==> src/rtl/dpb_pkg.sv <==
// Shared types, widths and constants of the density prior box generator.
// Used by every RTL file of the block; depends on nothing else.
`timescale 1ns / 1ps
`default_nettype none

package dpb_pkg;

    // Limits of the dense grid and of the feature map.
    localparam int MAX_DENSITY      = 8;
    localparam int MAX_FEATURE_SIZE = 1024;

    // Field widths of the request and result items.
    localparam int CELL_W = 10;
    localparam int SIZE_W = 24;
    localparam int DENS_W = 4;
    localparam int STEP_W = 24;
    localparam int OFFS_W = 8;
    localparam int INV_W  = 24;
    localparam int EDGE_W = 19;

    // Stream and configuration bus widths.
    localparam int IN_DATA_W  = 72;
    localparam int OUT_DATA_W = 80;
    localparam int CFG_IDX_W  = 3;
    localparam int CFG_DATA_W = 24;

    // Average step in whole pixels: (step_x + step_y) >> 9.
    localparam int AVG_SHIFT = 9;
    localparam int AVG_W     = STEP_W + 1 - AVG_SHIFT;
    localparam int DIV_CNT_W = $clog2(AVG_W);

    // Cell centre arithmetic in Q.16 pixels.
    localparam int POS_W       = CELL_W + OFFS_W;
    localparam int PROD_W      = POS_W + STEP_W;
    localparam int CTR_W       = PROD_W + 2;
    localparam int HALF_SHIFT  = 7;
    localparam int HALF_W      = SIZE_W + HALF_SHIFT;
    localparam int GRID_SHIFT  = 15;
    localparam int PITCH_SHIFT = 16;

    // Normalization datapath.
    localparam int VAL_W       = CTR_W + 1;
    localparam int MAG_W       = CTR_W;
    localparam int LO_W        = 20;
    localparam int HI_W        = MAG_W - LO_W;
    localparam int PH_W        = HI_W + INV_W;
    localparam int PL_W        = LO_W + INV_W;
    localparam int SUM_W       = PH_W + LO_W;
    localparam int FRAC_SHIFT  = 24;
    localparam int Q_W         = SUM_W - FRAC_SHIFT;
    localparam int ROUND_BIAS  = 1 << (FRAC_SHIFT - 1);
    localparam int EDGE_POS_MAX = 262143;
    localparam int EDGE_NEG_MAX = 262144;
    localparam int ONE_Q16      = 65536;

    // Grid position counters.
    localparam int IDX_W = (MAX_DENSITY > 1) ? $clog2(MAX_DENSITY) : 1;

    // Request queue between front and back.
    localparam int QUEUE_DEPTH = 2;
    localparam int QPTR_W      = (QUEUE_DEPTH > 1) ? $clog2(QUEUE_DEPTH) : 1;
    localparam int QCNT_W      = $clog2(QUEUE_DEPTH + 1);

    // Register reset values.
    localparam logic [STEP_W-1:0] STEP_X_RST  = STEP_W'(2048);
    localparam logic [STEP_W-1:0] STEP_Y_RST  = STEP_W'(2048);
    localparam logic [OFFS_W-1:0] OFFSET_RST  = OFFS_W'(128);
    localparam logic [INV_W-1:0]  INV_W_RST   = INV_W'(65536);
    localparam logic [INV_W-1:0]  INV_H_RST   = INV_W'(65536);

    // Configuration register indexes.
    typedef enum logic [CFG_IDX_W-1:0] {
        CFG_STEP_X        = 3'd0,
        CFG_STEP_Y        = 3'd1,
        CFG_CENTER_OFFSET = 3'd2,
        CFG_INV_WIDTH     = 3'd3,
        CFG_INV_HEIGHT    = 3'd4,
        CFG_CLIP_ENABLE   = 3'd5
    } cfg_index_t;

    // Configuration register file contents.
    typedef struct packed {
        logic [STEP_W-1:0] step_x;
        logic [STEP_W-1:0] step_y;
        logic [OFFS_W-1:0] center_offset;
        logic [INV_W-1:0]  inv_image_width;
        logic [INV_W-1:0]  inv_image_height;
        logic              clip_enable;
    } cfg_t;

    // One prepared request handed from front to back.
    typedef struct packed {
        logic signed [CTR_W-1:0] start_x;
        logic signed [CTR_W-1:0] start_y;
        logic [HALF_W-1:0]       half_w;
        logic [HALF_W-1:0]       half_h;
        logic [AVG_W-1:0]        shift;
        logic [DENS_W-1:0]       density;
    } job_t;

    // Control of one normalization lane.
    typedef struct packed {
        logic advance;
        logic max_edge;
        logic clip;
    } norm_ctrl_t;

    // Front sequencer states.
    typedef enum logic [1:0] {
        FRONT_IDLE,
        FRONT_DIV,
        FRONT_PUSH
    } front_state_t;

endpackage

`default_nettype wire

==> src/rtl/dpb_queue.sv <==
// Short request queue between the front and back parts, in flip-flops.
// Depends on dpb_pkg for the entry type and depth.
`timescale 1ns / 1ps
`default_nettype none

module dpb_queue (
    input  logic          clk,
    input  logic          rst_n,
    input  logic          push,
    input  dpb_pkg::job_t push_data,
    output logic          full,
    input  logic          pop,
    output dpb_pkg::job_t pop_data,
    output logic          empty
);
    import dpb_pkg::*;

    job_t              entry_reg [QUEUE_DEPTH];
    logic [QPTR_W-1:0] wr_ptr_reg, rd_ptr_reg;
    logic [QCNT_W-1:0] count_reg;

    always_comb
    begin
        full     = (count_reg == QCNT_W'(QUEUE_DEPTH));
        empty    = (count_reg == '0);
        pop_data = entry_reg[rd_ptr_reg];
    end

    // Pointers and fill count.
    always_ff @(posedge clk or negedge rst_n)
    begin
        if (!rst_n)
        begin
            wr_ptr_reg <= '0;
            rd_ptr_reg <= '0;
            count_reg  <= '0;
        end
        else
        begin
            if (push)
            begin
                wr_ptr_reg <= (wr_ptr_reg == QPTR_W'(QUEUE_DEPTH - 1)) ? '0 : wr_ptr_reg + 1'b1;
            end
            if (pop)
            begin
                rd_ptr_reg <= (rd_ptr_reg == QPTR_W'(QUEUE_DEPTH - 1)) ? '0 : rd_ptr_reg + 1'b1;
            end
            if (push && !pop)
            begin
                count_reg <= count_reg + 1'b1;
            end
            else if (pop && !push)
            begin
                count_reg <= count_reg - 1'b1;
            end
        end
    end

    // Entry storage.
    always_ff @(posedge clk)
    begin
        if (push)
        begin
            entry_reg[wr_ptr_reg] <= push_data;
        end
    end

endmodule

`default_nettype wire

==> config.mk <==
export PLATFORM = sky130hd
export DESIGN_NAME = dpb_queue
export DESIGN_NICKNAME = d
export VERILOG_FILES = /design/src/rtl/dpb_pkg.sv /design/src/rtl/dpb_queue.sv
export SDC_FILE = /design/constraint.sdc
export NUM_CORES = 1
export LEC_CHECK = 0
export ABC_AREA = 1
export BUFFER_PORTS_ARGS = -buffer_cell sky130_fd_sc_hd__buf_2
export CORE_AREA = 2 2 156 158
export DETAILED_ROUTE_END_ITERATION = 7
export DIE_AREA = 0 0 158 160
export GPL_TIMING_DRIVEN = 0
export PLACE_DENSITY = 0.82
export SKIP_CTS_REPAIR_TIMING = 1
export SLEW_MARGIN = 0
export SYNTH_ARGS = -nofsm -noshare
export SYNTH_HDL_FRONTEND = slang
export SYNTH_SLANG_ARGS = --single-unit
==> constraint.sdc <==
create_clock -name clk -period 15.72 [get_ports clk]
set_clock_uncertainty 0.2 [all_clocks]
set_input_delay 4.716 -clock clk [delete_from_list [all_inputs] [get_ports clk]]
set_output_delay 4.716 -clock clk [all_outputs]
set_load 0.01 [all_outputs]
Word level (Yosys, flattened, before mapping)
Memory sizes are Yosys's and may differ from the RTL's.
Cells that the tools add are included.

storage, ports and cells
  register bits = 4
  RAM bits = 340
  input bits = 174
  word-level logic and storage cells = 21
  memories = 1

memory list
  name       words  width  rd ports  clocked after Yosys merged registers in  wr ports  RTL line         source
  entry_reg  2      170    1         0                                        1         dpb_queue.sv:18  job_t entry_reg [QUEUE_DEPTH];

operators by class
  $add $sub $neg = 4
  equal/unequal tests = 1
  muxes and demuxes = 6
  reduce and logical (&&, ||, !) cells = 6

operator list
  operator               count
  $mux W1                4
  $mux W2                2
  $add A1 B1 Y1 const B  2
  $add A2 B1 Y2 const B  1
  $eq A2 B2 Y1 const B   1
  $logic_and A1 B1 Y1    2
  $logic_not A1 Y1       2
  $logic_not A2 Y1       1
  $reduce_bool A2 Y1     1
  $sub A2 B1 Y2 const B  1

Longest topological paths before layout
  word-level depth = 4
  mapped depth = 7
  gate-level depth less buffers = 7

Worst setup path after synthesis
No wires, ideal clock.

  path type = in2reg
  start = in push
  end = mem entry_reg[0][0] (netlist bit) (enable)
  arrival time = 11.862 ns
  required time = 14.813 ns
  path slack = 2.951 ns
  cell stages on the path = 2
  buffers on the path = 0
  cells stage by stage = inv_1 -> nor2_1

on the way
  cells in the longest elaborated chain, start to end = 2

ends and longest elaborated chain
  what                           RTL line         source
  from (decl)                    dpb_queue.sv:9   input logic push,
  $mux W1                        dpb_queue.sv:62  if (push)
  $mux W1 (not written as such)  dpb_queue.sv:64  entry_reg[wr_ptr_reg] <= push_data;
  to (decl)                      dpb_queue.sv:18

Every way passes these cells.

==> metrics <==
overall die width=158 um; Critical path destination=pop_data[99]; number of storage elements in the synthesis netlist=344; number of levels in the clock H-tree=2; Final setup violation count=0; sink count of the clock tree=344; run status=completed; Total Die Area=25,300 um^2; transition at the pin with the smallest max-transition slack=0.555 ns; count of non-filler cells in the finished layout=1,296; Row Count=57; First DRT Iteration DRCs=364; share of cell area taken by muxes after synthesis=0.176; post-synthesis share of cell area spent on xor and xnor gates=0.00205; Final Net Count=1,118; top cells by area in the synthesized netlist=edfxtp_1, mux2_4, mux2_2, buf_6, dfrtp_1; arrival time reported for the critical path endpoint=1.88 ns; Total Power=0.00294 W; pin count of the biggest net entering global routing=103; Port Buffer Count=345; max capacitance violation total=0; via count=6,503; number of distinct standard cells referenced by the synthesized netlist=14; final worst-path cycle share=0.432; setup slack, reg-to-reg=13.63 ns; worst slack at placement=9.13 ns; fraction of layout instances using a drive strength above 1=0.612; number of top-level pins=346; total count of hold-check failures in the final report=0; Crit Path Class=reg -> out; data required time of the critical path=10.80 ns; Post-Synthesis Mean Instance Area=23.2 um^2; Largest register FFs=340; maximum clock frequency=0.147 GHz; total leakage power=6.42 nW; antenna violations before repair=8; DRC errors left=0; layout overhead on the synthesized area=26.3%; sequential fraction of the synthesis area=0.803; most area-hungry cell type in the Yosys netlist=edfxtp_1; compound-cell area share of the yosys netlist=0; setup repair after global routing missed its margin=false; timing startpoint of the critical path=rd_ptr_reg; Chip Height=160 um; share of the synthesized area in the top cell type=0.796; placeable core area=23,800 um^2; start of the worst register-to-register path=wr_ptr_reg; via count of the first global-routing pass=6,814; total routed wirelength=25,100 um; pwr dens=182 nW/um^2; detailed-router iteration count before antenna repair=4; cell chosen for the clock root=clkbuf_16; adder-cell area share of the yosys netlist=0.000975; simple-gate share of the synthesized area=0.00322; Worst-path clk slew=0.06 ns; number of nets with antenna violations after detailed routing=0; number of cells traversed by the worst register-to-register path=3; worst-case headroom to the max-slew limit=0.630; cell count after placement=1,230; endpoint of the lowest-slack register-to-register path=entry_reg[1][99]; maximum buffer depth of the clock tree=3; per-cell routed wire length=19.4 um; worst path setup slack after routing=8.93 ns; gpl congestion=0.762; netlist area before placement=12,800 um^2; CP Capture Type=output port; clock insertion delay at the later pin of the skew report=0.49 ns; combinational family with the most area after synthesis=multiplexers; kind of path behind the tightest hold check=reg -> reg; Initial Util=0.539; remaining global-route overflow=0; count of mapped cells out of synthesis=554; number of buffers added by the clock tree synthesis step=35; Pins Over Slew Limit=0; Min Clock Period, post-route=6.79 ns; largest fanout on the critical path=10; vias per cell=5.02; Max VDD drop=0.000115 V; kind of start point of the critical path=register; TritonCTS clock tree=yes; GRT Util Overall=0.193; yosys synthesis warning count=0; post-synth net total=729; placed wire-length estimate after detailed placement=17,100 um; first-pass GRT wire length=37,000 um
[cell usage in the layout (no fill, tap or decap), drive strengths merged]
cell type and n:
nor2 3, clkbuf 45, edfxtp 340, diode 6
nand3 1, mux2 170, ha 1, inv 7
nand2 5, xnor2 1, dfrtp 4, xor2 2
clkinv 14, nand4 1, bufinv 1, buf 371
[worst max-delay path, cell delays in order, from the launching register on]
cell and delay (ns):
dfrtp_1 0.34, buf_6 0.15, buf_6 0.20, buf_6 0.22
mux2_4 0.32, buf_2 0.15
[Yosys cell counts]
library cell and count:
nand4_1 1, inv_1 7, mux2_4 90, xor2_1 2
dfrtp_1 4, xnor2_1 1, nor2_1 3, edfxtp_1 340
buf_2 8, mux2_2 80, nand3_1 1, buf_6 11
nand2_1 5, ha_1 1
[per-layer routing]
metal  vias to the layer above  global-route usage  part of all wire
li1                       2980                   -                 -
met1                      3181               0.221              0.36
met2                       282               0.331              0.50
met3                        56              0.0746              0.11
met4                         4              0.0635             0.026
met5                         -                   0            0.0011
[worst min path at each step]
stage,startpoint,endpoint,cells after the start
6_report,count_reg[1],count_reg[1],2
5_1_grt,count_reg[1],count_reg[1],2
4_1_cts,count_reg[1],count_reg[1],2
3_5_place_dp,count_reg[1],count_reg[1],2
3_3_place_gp,wr_ptr_reg,wr_ptr_reg,1
2_1_floorplan,wr_ptr_reg,wr_ptr_reg,1
[final cells by class]
type / count / area (um^2)
Antenna cell: 6 / 15.0
Buffer: 19 / 164
Fill cell: 1604 / 7620
Clock inverter: 15 / 98.8
Clock buffer: 45 / 956
Multi-Input combinational cell: 184 / 2340
Inverter: 7 / 33.8
Sequential cell: 344 / 10300
Timing Repair Buffer: 352 / 1880
Tap cell: 324 / 405
[logic make-up after synthesis]
family / Yosys count
buf+inv: 26
mux: 170
simple gates: 10
xor+xnor: 3
flops: 344
fa+ha+maj: 1
[through the flow]
step / area (um^2) / hold WS [ns] / util / TNS, ns
after global routing: 16200 / 0.345 / 0.680 / 0
after detailed placement: 15100 / 0.315 / 0.635 / 0
after floorplan: 12800 / 0.261 / - / 0
after global placement: 15000 / 0.274 / 0.628 / -196.16
final: 16200 / 0.323 / 0.680 / 0
after CTS: 16200 / 0.329 / 0.680 / 0
[power breakdown]
group          switching [W]  total [W]  leakage [nW]  internal (W)
Sequential         0.0000412    0.00126          3.24       0.00122
Clock               0.000314   0.000759         0.525      0.000445
Combinational       0.000473   0.000926          2.66      0.000453
Note: power is estimated with default switching activity, not from simulation.
