===== src/rtl/dpb_pkg.sv =====
// Shared types, widths and constants of the density prior box generator.
// Used by every RTL file of the block; depends on nothing else.
`timescale 1ns / 1ps
`default_nettype none

package dpb_pkg;

    // Limits of the dense grid and of the feature map.
    localparam int MAX_DENSITY      = 8;
    localparam int MAX_FEATURE_SIZE = 1024;

    // Field widths of the request and result items.
    localparam int CELL_W = 10;
    localparam int SIZE_W = 24;
    localparam int DENS_W = 4;
    localparam int STEP_W = 24;
    localparam int OFFS_W = 8;
    localparam int INV_W  = 24;
    localparam int EDGE_W = 19;

    // Stream and configuration bus widths.
    localparam int IN_DATA_W  = 72;
    localparam int OUT_DATA_W = 80;
    localparam int CFG_IDX_W  = 3;
    localparam int CFG_DATA_W = 24;

    // Average step in whole pixels: (step_x + step_y) >> 9.
    localparam int AVG_SHIFT = 9;
    localparam int AVG_W     = STEP_W + 1 - AVG_SHIFT;
    localparam int DIV_CNT_W = $clog2(AVG_W);

    // Cell centre arithmetic in Q.16 pixels.
    localparam int POS_W       = CELL_W + OFFS_W;
    localparam int PROD_W      = POS_W + STEP_W;
    localparam int CTR_W       = PROD_W + 2;
    localparam int HALF_SHIFT  = 7;
    localparam int HALF_W      = SIZE_W + HALF_SHIFT;
    localparam int GRID_SHIFT  = 15;
    localparam int PITCH_SHIFT = 16;

    // Normalization datapath.
    localparam int VAL_W       = CTR_W + 1;
    localparam int MAG_W       = CTR_W;
    localparam int LO_W        = 20;
    localparam int HI_W        = MAG_W - LO_W;
    localparam int PH_W        = HI_W + INV_W;
    localparam int PL_W        = LO_W + INV_W;
    localparam int SUM_W       = PH_W + LO_W;
    localparam int FRAC_SHIFT  = 24;
    localparam int Q_W         = SUM_W - FRAC_SHIFT;
    localparam int ROUND_BIAS  = 1 << (FRAC_SHIFT - 1);
    localparam int EDGE_POS_MAX = 262143;
    localparam int EDGE_NEG_MAX = 262144;
    localparam int ONE_Q16      = 65536;

    // Grid position counters.
    localparam int IDX_W = (MAX_DENSITY > 1) ? $clog2(MAX_DENSITY) : 1;

    // Request queue between front and back.
    localparam int QUEUE_DEPTH = 2;
    localparam int QPTR_W      = (QUEUE_DEPTH > 1) ? $clog2(QUEUE_DEPTH) : 1;
    localparam int QCNT_W      = $clog2(QUEUE_DEPTH + 1);

    // Register reset values.
    localparam logic [STEP_W-1:0] STEP_X_RST  = STEP_W'(2048);
    localparam logic [STEP_W-1:0] STEP_Y_RST  = STEP_W'(2048);
    localparam logic [OFFS_W-1:0] OFFSET_RST  = OFFS_W'(128);
    localparam logic [INV_W-1:0]  INV_W_RST   = INV_W'(65536);
    localparam logic [INV_W-1:0]  INV_H_RST   = INV_W'(65536);

    // Configuration register indexes.
    typedef enum logic [CFG_IDX_W-1:0] {
        CFG_STEP_X        = 3'd0,
        CFG_STEP_Y        = 3'd1,
        CFG_CENTER_OFFSET = 3'd2,
        CFG_INV_WIDTH     = 3'd3,
        CFG_INV_HEIGHT    = 3'd4,
        CFG_CLIP_ENABLE   = 3'd5
    } cfg_index_t;

    // Configuration register file contents.
    typedef struct packed {
        logic [STEP_W-1:0] step_x;
        logic [STEP_W-1:0] step_y;
        logic [OFFS_W-1:0] center_offset;
        logic [INV_W-1:0]  inv_image_width;
        logic [INV_W-1:0]  inv_image_height;
        logic              clip_enable;
    } cfg_t;

    // One prepared request handed from front to back.
    typedef struct packed {
        logic signed [CTR_W-1:0] start_x;
        logic signed [CTR_W-1:0] start_y;
        logic [HALF_W-1:0]       half_w;
        logic [HALF_W-1:0]       half_h;
        logic [AVG_W-1:0]        shift;
        logic [DENS_W-1:0]       density;
    } job_t;

    // Control of one normalization lane.
    typedef struct packed {
        logic advance;
        logic max_edge;
        logic clip;
    } norm_ctrl_t;

    // Front sequencer states.
    typedef enum logic [1:0] {
        FRONT_IDLE,
        FRONT_DIV,
        FRONT_PUSH
    } front_state_t;

endpackage

`default_nettype wire


===== src/rtl/dpb_front.sv =====
// Front part: accepts requests, saturates fields, divides the average step by
// the density and forms the first grid centre. Depends on dpb_pkg.
`timescale 1ns / 1ps
`default_nettype none

module dpb_front (
    input  logic                             clk,
    input  logic                             rst_n,
    input  dpb_pkg::cfg_t                    cfg,
    input  logic                             s_tvalid,
    output logic                             s_tready,
    input  logic [dpb_pkg::IN_DATA_W-1:0]    s_tdata,
    output logic                             q_push,
    output dpb_pkg::job_t                    q_data,
    input  logic                             q_full
);
    import dpb_pkg::*;

    localparam int COL_LSB  = 0;
    localparam int ROW_LSB  = CELL_W;
    localparam int BW_LSB   = 2 * CELL_W;
    localparam int BH_LSB   = BW_LSB + SIZE_W;
    localparam int DENS_LSB = BH_LSB + SIZE_W;

    front_state_t state_reg, state_next;

    logic [CELL_W-1:0]  in_col, in_row, col_sat, row_sat;
    logic [SIZE_W-1:0]  in_bw, in_bh;
    logic [DENS_W-1:0]  in_dens, dens_sat;
    logic [STEP_W:0]    step_sum;
    logic               accept;

    logic [POS_W-1:0]        pos_x_reg, pos_y_reg;
    logic [HALF_W-1:0]       half_w_reg, half_h_reg;
    logic [DENS_W-1:0]       dens_reg;
    logic [AVG_W-1:0]        avg_reg, quo_reg;
    logic [DENS_W-1:0]       rem_reg;
    logic [DIV_CNT_W-1:0]    cnt_reg;
    logic [PROD_W-1:0]       prod_x_reg, prod_y_reg;
    logic signed [CTR_W-1:0] base_x_reg, base_y_reg;

    logic [DENS_W:0]         trial;
    logic                    quo_bit;
    logic [DENS_W-1:0]       rem_next;
    logic signed [CTR_W-1:0] avg_term, shift_term;

    // Field extraction and saturation.
    always_comb
    begin
        in_col   = s_tdata[COL_LSB +: CELL_W];
        in_row   = s_tdata[ROW_LSB +: CELL_W];
        in_bw    = s_tdata[BW_LSB +: SIZE_W];
        in_bh    = s_tdata[BH_LSB +: SIZE_W];
        in_dens  = s_tdata[DENS_LSB +: DENS_W];
        col_sat  = (32'(in_col) >= MAX_FEATURE_SIZE) ? CELL_W'(MAX_FEATURE_SIZE - 1) : in_col;
        row_sat  = (32'(in_row) >= MAX_FEATURE_SIZE) ? CELL_W'(MAX_FEATURE_SIZE - 1) : in_row;
        dens_sat = (in_dens > DENS_W'(MAX_DENSITY)) ? DENS_W'(MAX_DENSITY) : in_dens;
        step_sum = {1'b0, cfg.step_x} + {1'b0, cfg.step_y};
        accept   = s_tvalid && s_tready;
    end

    // One restoring division step per cycle.
    always_comb
    begin
        trial    = {rem_reg, quo_reg[AVG_W-1]};
        quo_bit  = (trial >= {1'b0, dens_reg});
        rem_next = quo_bit ? DENS_W'(trial - {1'b0, dens_reg}) : DENS_W'(trial);
    end

    // Next state.
    always_comb
    begin
        state_next = state_reg;
        case (state_reg)
            FRONT_IDLE:
            begin
                if (s_tvalid && (in_dens != '0))
                begin
                    state_next = FRONT_DIV;
                end
            end
            FRONT_DIV:
            begin
                if (cnt_reg == DIV_CNT_W'(AVG_W - 1))
                begin
                    state_next = FRONT_PUSH;
                end
            end
            FRONT_PUSH:
            begin
                if (!q_full)
                begin
                    state_next = FRONT_IDLE;
                end
            end
            default:
            begin
                state_next = FRONT_IDLE;
            end
        endcase
    end

    // Outputs of the sequencer.
    always_comb
    begin
        s_tready = 1'b0;
        q_push   = 1'b0;
        case (state_reg)
            FRONT_IDLE: s_tready = 1'b1;
            FRONT_PUSH: q_push   = !q_full;
            default:    ;
        endcase
    end

    // Prepared request: the first centre adds half a grid shift to the base.
    always_comb
    begin
        shift_term     = CTR_W'({quo_reg, {GRID_SHIFT{1'b0}}});
        q_data.start_x = base_x_reg + shift_term;
        q_data.start_y = base_y_reg + shift_term;
        q_data.half_w  = half_w_reg;
        q_data.half_h  = half_h_reg;
        q_data.shift   = quo_reg;
        q_data.density = dens_reg;
    end

    always_comb
    begin
        avg_term = CTR_W'({avg_reg, {GRID_SHIFT{1'b0}}});
    end

    // Control state.
    always_ff @(posedge clk or negedge rst_n)
    begin
        if (!rst_n)
        begin
            state_reg <= FRONT_IDLE;
            cnt_reg   <= '0;
        end
        else
        begin
            state_reg <= state_next;
            if (state_reg == FRONT_DIV)
            begin
                cnt_reg <= cnt_reg + 1'b1;
            end
            else
            begin
                cnt_reg <= '0;
            end
        end
    end

    // Request capture, divider and centre products.
    always_ff @(posedge clk)
    begin
        if (accept)
        begin
            pos_x_reg  <= {col_sat, cfg.center_offset};
            pos_y_reg  <= {row_sat, cfg.center_offset};
            half_w_reg <= {in_bw, {HALF_SHIFT{1'b0}}};
            half_h_reg <= {in_bh, {HALF_SHIFT{1'b0}}};
            dens_reg   <= dens_sat;
            avg_reg    <= step_sum[STEP_W:AVG_SHIFT];
            quo_reg    <= step_sum[STEP_W:AVG_SHIFT];
            rem_reg    <= '0;
        end
        else if (state_reg == FRONT_DIV)
        begin
            // Operands hold still while dividing, so the products settle early.
            rem_reg    <= rem_next;
            quo_reg    <= {quo_reg[AVG_W-2:0], quo_bit};
            prod_x_reg <= pos_x_reg * cfg.step_x;
            prod_y_reg <= pos_y_reg * cfg.step_y;
            base_x_reg <= signed'(CTR_W'(prod_x_reg)) - avg_term;
            base_y_reg <= signed'(CTR_W'(prod_y_reg)) - avg_term;
        end
    end

endmodule

`default_nettype wire


===== config.mk =====
export PLATFORM = sky130hd
export DESIGN_NAME = dpb_front
export DESIGN_NICKNAME = d
export VERILOG_FILES = /design/src/rtl/dpb_pkg.sv /design/src/rtl/dpb_front.sv
export SDC_FILE = /design/constraint.sdc
export NUM_CORES = 2
export LEC_CHECK = 0
export BUFFER_PORTS_ARGS = -buffer_cell sky130_fd_sc_hd__buf_2
export CORE_MARGIN = 2
export CORE_UTILIZATION = 40
export CTS_CLUSTER_SIZE = 20
export DETAILED_ROUTE_END_ITERATION = 8
export SKIP_LAST_GASP = 1
export SLEW_MARGIN = 30
export SYNTH_ARGS = -nofsm -noshare
export SYNTH_HDL_FRONTEND = slang
export SYNTH_SLANG_ARGS = --single-unit

===== constraint.sdc =====
create_clock -name clk -period 8 [get_ports clk]
set_input_delay 0.4 -clock clk [delete_from_list [all_inputs] [get_ports clk]]
set_output_delay 0.4 -clock clk [all_outputs]
set_load 0.005 [all_outputs]

Word level (Yosys, flattened, before mapping)

Cells that the tools add are included.
Widths: inputs -> output; s select.

Bits in registers: 302
Bits of input ports: 181
Output and inout port bits: 172

Bitwise operators: 1
Reductions and logical operators: 8
Equal/unequal tests: 6
$mul: 2
Magnitude comparators: 2
Muxes and demuxes: 10
$add $sub $neg: 7

Operator list:

| kind                | count |
|---|---|
| $add 44x32->44      | 2 |
| $sub 42x31->43      | 2 |
| $mul 18x24->42      | 2 |
| $mux 16             | 2 |
| $add 24x24->25      | 1 |
| $mux 4              | 2 |
| $mux 2              | 3 |
| $ne 2x2->1 const B  | 3 |
| $pmux 2 s3          | 1 |
| $ge 5x4->1          | 1 |
| $add 4x1->4 const B | 1 |
| $eq 4x4->1 const B  | 1 |
| $gt 4x4->1 const B  | 1 |
| $reduce_bool 4->1   | 1 |
| $sub 4x4->4         | 1 |
| $reduce_and 3->1    | 1 |
| $eq 2x1->1 const B  | 1 |
| $eq 2x2->1 const B  | 1 |
| $logic_and 1x1->1   | 2 |
| $logic_not 2->1     | 1 |
| $mux 1              | 2 |
| $reduce_and 2->1    | 1 |
| $reduce_bool 2->1   | 1 |
| $logic_not 1->1     | 1 |
| $not 1->1           | 1 |

Depth between registers and ports, before layout

Word-level depth: 5
Gate-level depth with buffers: 25
Depth with buffers taken out: 23

Worst setup path before layout

OpenSTA, ideal clock, no wires.

Kind: in2reg
Start: input port cfg[92] (netlist name)
End: register prod_x_reg[41], data pin
Data required time: 7739 ps
Data arrival time: 6132 ps
Slack: 1607 ps
Stages: 24
Path buffers: 2
Cells stage by stage: clkbuf_1 -> clkbuf_1 -> nand2_1 -> fa_1 -> inv_1 -> fa_1 -> inv_1 -> fa_1 -> inv_1 -> fa_1 -> fa_1 -> inv_1 -> fa_1 -> inv_1 -> ha_1 -> a21o_1 -> a21o_1 -> a221o_1 -> or3_1 -> o22ai_2 -> o21ba_2 -> o21ai_2 -> a211oi_2 -> xnor2_1

Word-level cells in the longest chain between the ends: 1

Ends and longest elaborated chain:

| item                 | RTL line         | text |
|---|---|---|
| start, declared      | dpb_front.sv:9   | `input dpb_pkg::cfg_t cfg,` |
| $mul 18x24->42       | dpb_front.sv:173 | `prod_x_reg <= pos_x_reg * cfg.step_x;` |
| end signal, assigned | dpb_front.sv:173 |  |
| end, declared        | dpb_front.sv:39  | `logic [PROD_W-1:0] prod_x_reg, prod_y_reg;` |

No other way between the ends.
A chain may end at the register's enable or synchronous reset.

==> impl_metrics.env <==
export IMPL_run_status="finished clean"
export IMPL_yosysSeqAreaShare_pct=20.91
export IMPL_initial_utilization_pct=40.25
export IMPL_postRouteAntennaNets=0
export IMPL_dieArea_mm2=0.1066
export IMPL_largest_fanout_on_the_critical_path=33
export IMPL_clk_insertion_delay_late_ns=0.59
export IMPL_crit_path_frequent_cell="fa_1"
export IMPL_rsz0062_at_grt="no"
export IMPL_finalNetCount=5747
export IMPL_clock_tree_buffer_depth=3
export IMPL_detail_route_first_pass_iterations=5
export IMPL_fin_crit_sh_pct=92.75
export IMPL_route_detailed_drc=0
export IMPL_ys_dominant_reg_cell="edfxtp_1"
export IMPL_finalHoldViolCount=0
export IMPL_buf_inv_stages_crit_path=4
export IMPL_ioPinCount=353
export IMPL_period_minus_slack_ns=7.420
export IMPL_critPathCaptureType="flop"
export IMPL_number_of_storage_elements_in_the_synthesis_netlist=292
export IMPL_area_contributors_post_synth="fa_1 34%, edfxtp_1 20%, ha_1 9.7%"
export IMPL_cts_repair_timing_setup_buffer_count=0
export IMPL_crit_path_start_kind="flop"
export IMPL_syn_area_mm2=0.04160
export IMPL_number_of_buffers_created_by_cts=37
export IMPL_ctsHoldBuffers=77
export IMPL_r2r_start="pos_x_reg[3]$_DFFE_PP_"
export IMPL_routabilityCongestion=0.8585
export IMPL_startpoint="pos_x_reg[3]$_DFFE_PP_"
export IMPL_die_w_um=326.5
export IMPL_cts_max_level=2
export IMPL_yosys_top_cells_count="927 x inv_1, 709 x fa_1, 639 x nand2_1"
export IMPL_core_region_area_mm2=0.1033
export IMPL_maximum_frequency_from_static_timing_analysis_mhz=134.8
export IMPL_fin_tns_setup_ns=0
export IMPL_wl_mm=110.5
export IMPL_worstPathArrival_ns=7.73
export IMPL_synth_top_area_share_pct=34.12
export IMPL_drtIter0Drc=1860
export IMPL_timing_final_setup_violations=0
export IMPL_final_core_util_pct=44.80
export IMPL_fraction_of_registers_with_async_set_reset_pct=2.055
export IMPL_worstSetupPathType="flop to flop"
export IMPL_overflow=0
export IMPL_grt_pass1_vias=30734
export IMPL_grt_pass1_wl_mm=175.2
export IMPL_post_cts_resized=0
export IMPL_post_route_cells_drive_above_1_share_pct=9.494
export IMPL_flow_area_growth_from_synthesis_pct=11.29
export IMPL_netlist_top_cell_by_area="fa_1"
export IMPL_route_detailed_vias_per_inst=4.939
export IMPL_syn_avg_cell_area_um2=9.728
export IMPL_worst_path_largest_cell_delay_ns=0.81
export IMPL_antenna_found_initial=20
export IMPL_hp_class="input pin to flop"
export IMPL_synthDistinctLibCells=91
export IMPL_critPathTopFamily="adder cells"
export IMPL_min_delay_start="s_tdata[71]"
export IMPL_finClkSkew_ns=0.04275
export IMPL_syn_inst_count=4276
export IMPL_floorplan_rows=118
export IMPL_slew_headroom_pct=29.15
export IMPL_finalMaxSlewViolations=0
export IMPL_ys_warnings_count=0
export IMPL_tritoncts="done"
export IMPL_count_of_flip_flops_with_a_built_in_enable_after_synthesis=282
export IMPL_detail_route_wl_per_cell_um=18.58
export IMPL_detailroute_via_count=29375
export IMPL_critPathSlowestCell="edfxtp_1"
export IMPL_clkSinkCount=292
export IMPL_hpwl_mm=86.28
export IMPL_worst_r2r_endpoint="prod_y_reg[31]$_DFFE_PP_"
export IMPL_yosys_cell_count_top_type="inv_1"
export IMPL_grt_total_usage_pct=21.11
export IMPL_grt_max_degree=99
export IMPL_place_port_buffers=289
export IMPL_max_cap_violations=0
export IMPL_clk_root_buffer_cell="clkbuf_16"
export IMPL_worst_hold_path_num_cells=1
export IMPL_timing_reg2reg_worst_path_depth=21
export IMPL_hold_end="dens_reg[3]$_SDFFCE_PN1P_"
export IMPL_clk_transition_reported_paths_ns=0.06
export IMPL_ff2ff_setup_slack_ns=0.58
export IMPL_chipHeight_um=326.5
export IMPL_critPathRequiredTime_ns=8.31
export IMPL_crit_path_cell_trace="buf_12 -> nand2_1 -> fa_1 -> fa_1 -> fa_1 -> inv_1 -> fa_1 -> fa_1 -> inv_1 -> fa_1 -> inv_1 -> ha_1 -> o21ai_0 -> a2111oi_1 -> o21ba_2 -> o21ai_1 -> a21oi_2 -> o21ai_0 -> nand2_1 -> a2111oi_0 -> or3b_1"
export IMPL_tightest_slew_ns=1.063
==> worst reg2reg max path, delay by kind of cell (launching register included) <==
family / cells / cell delay [ns]
adders and majority gates: 7 / 3.51
buffers and inverters: 4 / 0.48
AOI/OAI and AO/OA: 7 / 1.69
and+or+nand+nor: 3 / 0.65
DFF: 1 / 0.81
==> stage by stage <==
step	instances	worst slack, ns	area, µm²	hold slack, ns
3_5_place_dp	5791	0.5751	44220	0.2287
2_1_floorplan	4289	1.607	41650	0.1044
3_3_place_gp	5788	0.7154	44180	0.2310
6_report	5947	0.5801	46300	0.09071
4_1_cts	5935	0.4920	46200	0.06674
5_1_grt	5947	0.2334	46300	0.09193
==> how the worst max path moves through the flow <==
stage                                to  slack (ns)  cells after the start
6_report       prod_y_reg[31]$_DFFE_PP_        0.58                     21
3_3_place_gp   prod_y_reg[31]$_DFFE_PP_        0.72                     22
5_1_grt        prod_y_reg[31]$_DFFE_PP_        0.23                     21
2_1_floorplan  prod_x_reg[41]$_DFFE_PP_        1.61                     24
4_1_cts        prod_y_reg[31]$_DFFE_PP_        0.49                     22
3_5_place_dp   prod_y_reg[31]$_DFFE_PP_        0.58                     22
==> logic make-up after synthesis <==
family          count (synthesis)  synth area share (%)
simple gates                 1253                 14.37
fa+ha+maj                    1033                 43.87
flops                         292                 20.91
mux                            11                0.2978
compound gates                376                 6.178
xor+xnor                      177                 3.745
buf+inv                      1133                 10.62
other cells                     1              0.009015
==> metal layers <==
| metal | global-route usage, % | vias up | routed length [µm] |
|---|---|---|---|
| met3 | 4.396 | 166 | 8657 |
| met4 | 4.747 | 28 | 2282 |
| li1 | - | 13594 | - |
| met1 | 29.82 | 14638 | 49700 |
| met5 | 0 | - | 174 |
| met2 | 33.44 | 949 | 49690 |
==> area by class of cell <==
class / count / area (µm²)
inverter: 928 / 3493
tap: 1380 / 1727
antenna: 6 / 15.01
clock buffer: 41 / 940.9
sequential: 292 / 8698
clock inverter: 26 / 264.0
fill: 9996 / 57050
timing repair buffer: 410 / 2629
multi-input combinational: 2864 / 28530
==> placed cells by master, fill, tap and decap left out, drive strengths merged, types with 74 or more instances in the layout <==
cell type and count:
dlygate4sd3 77, buf 333, edfxtp 282, o21ai 74
a21oi 104, inv 932, xnor2 112, fa 709
ha 324, nand2 639, and2 340, nor2 95
Power is left out: the tool's default activity adds up to more than one toggle a clock period on the data nets, which glitch-free logic cannot reach.
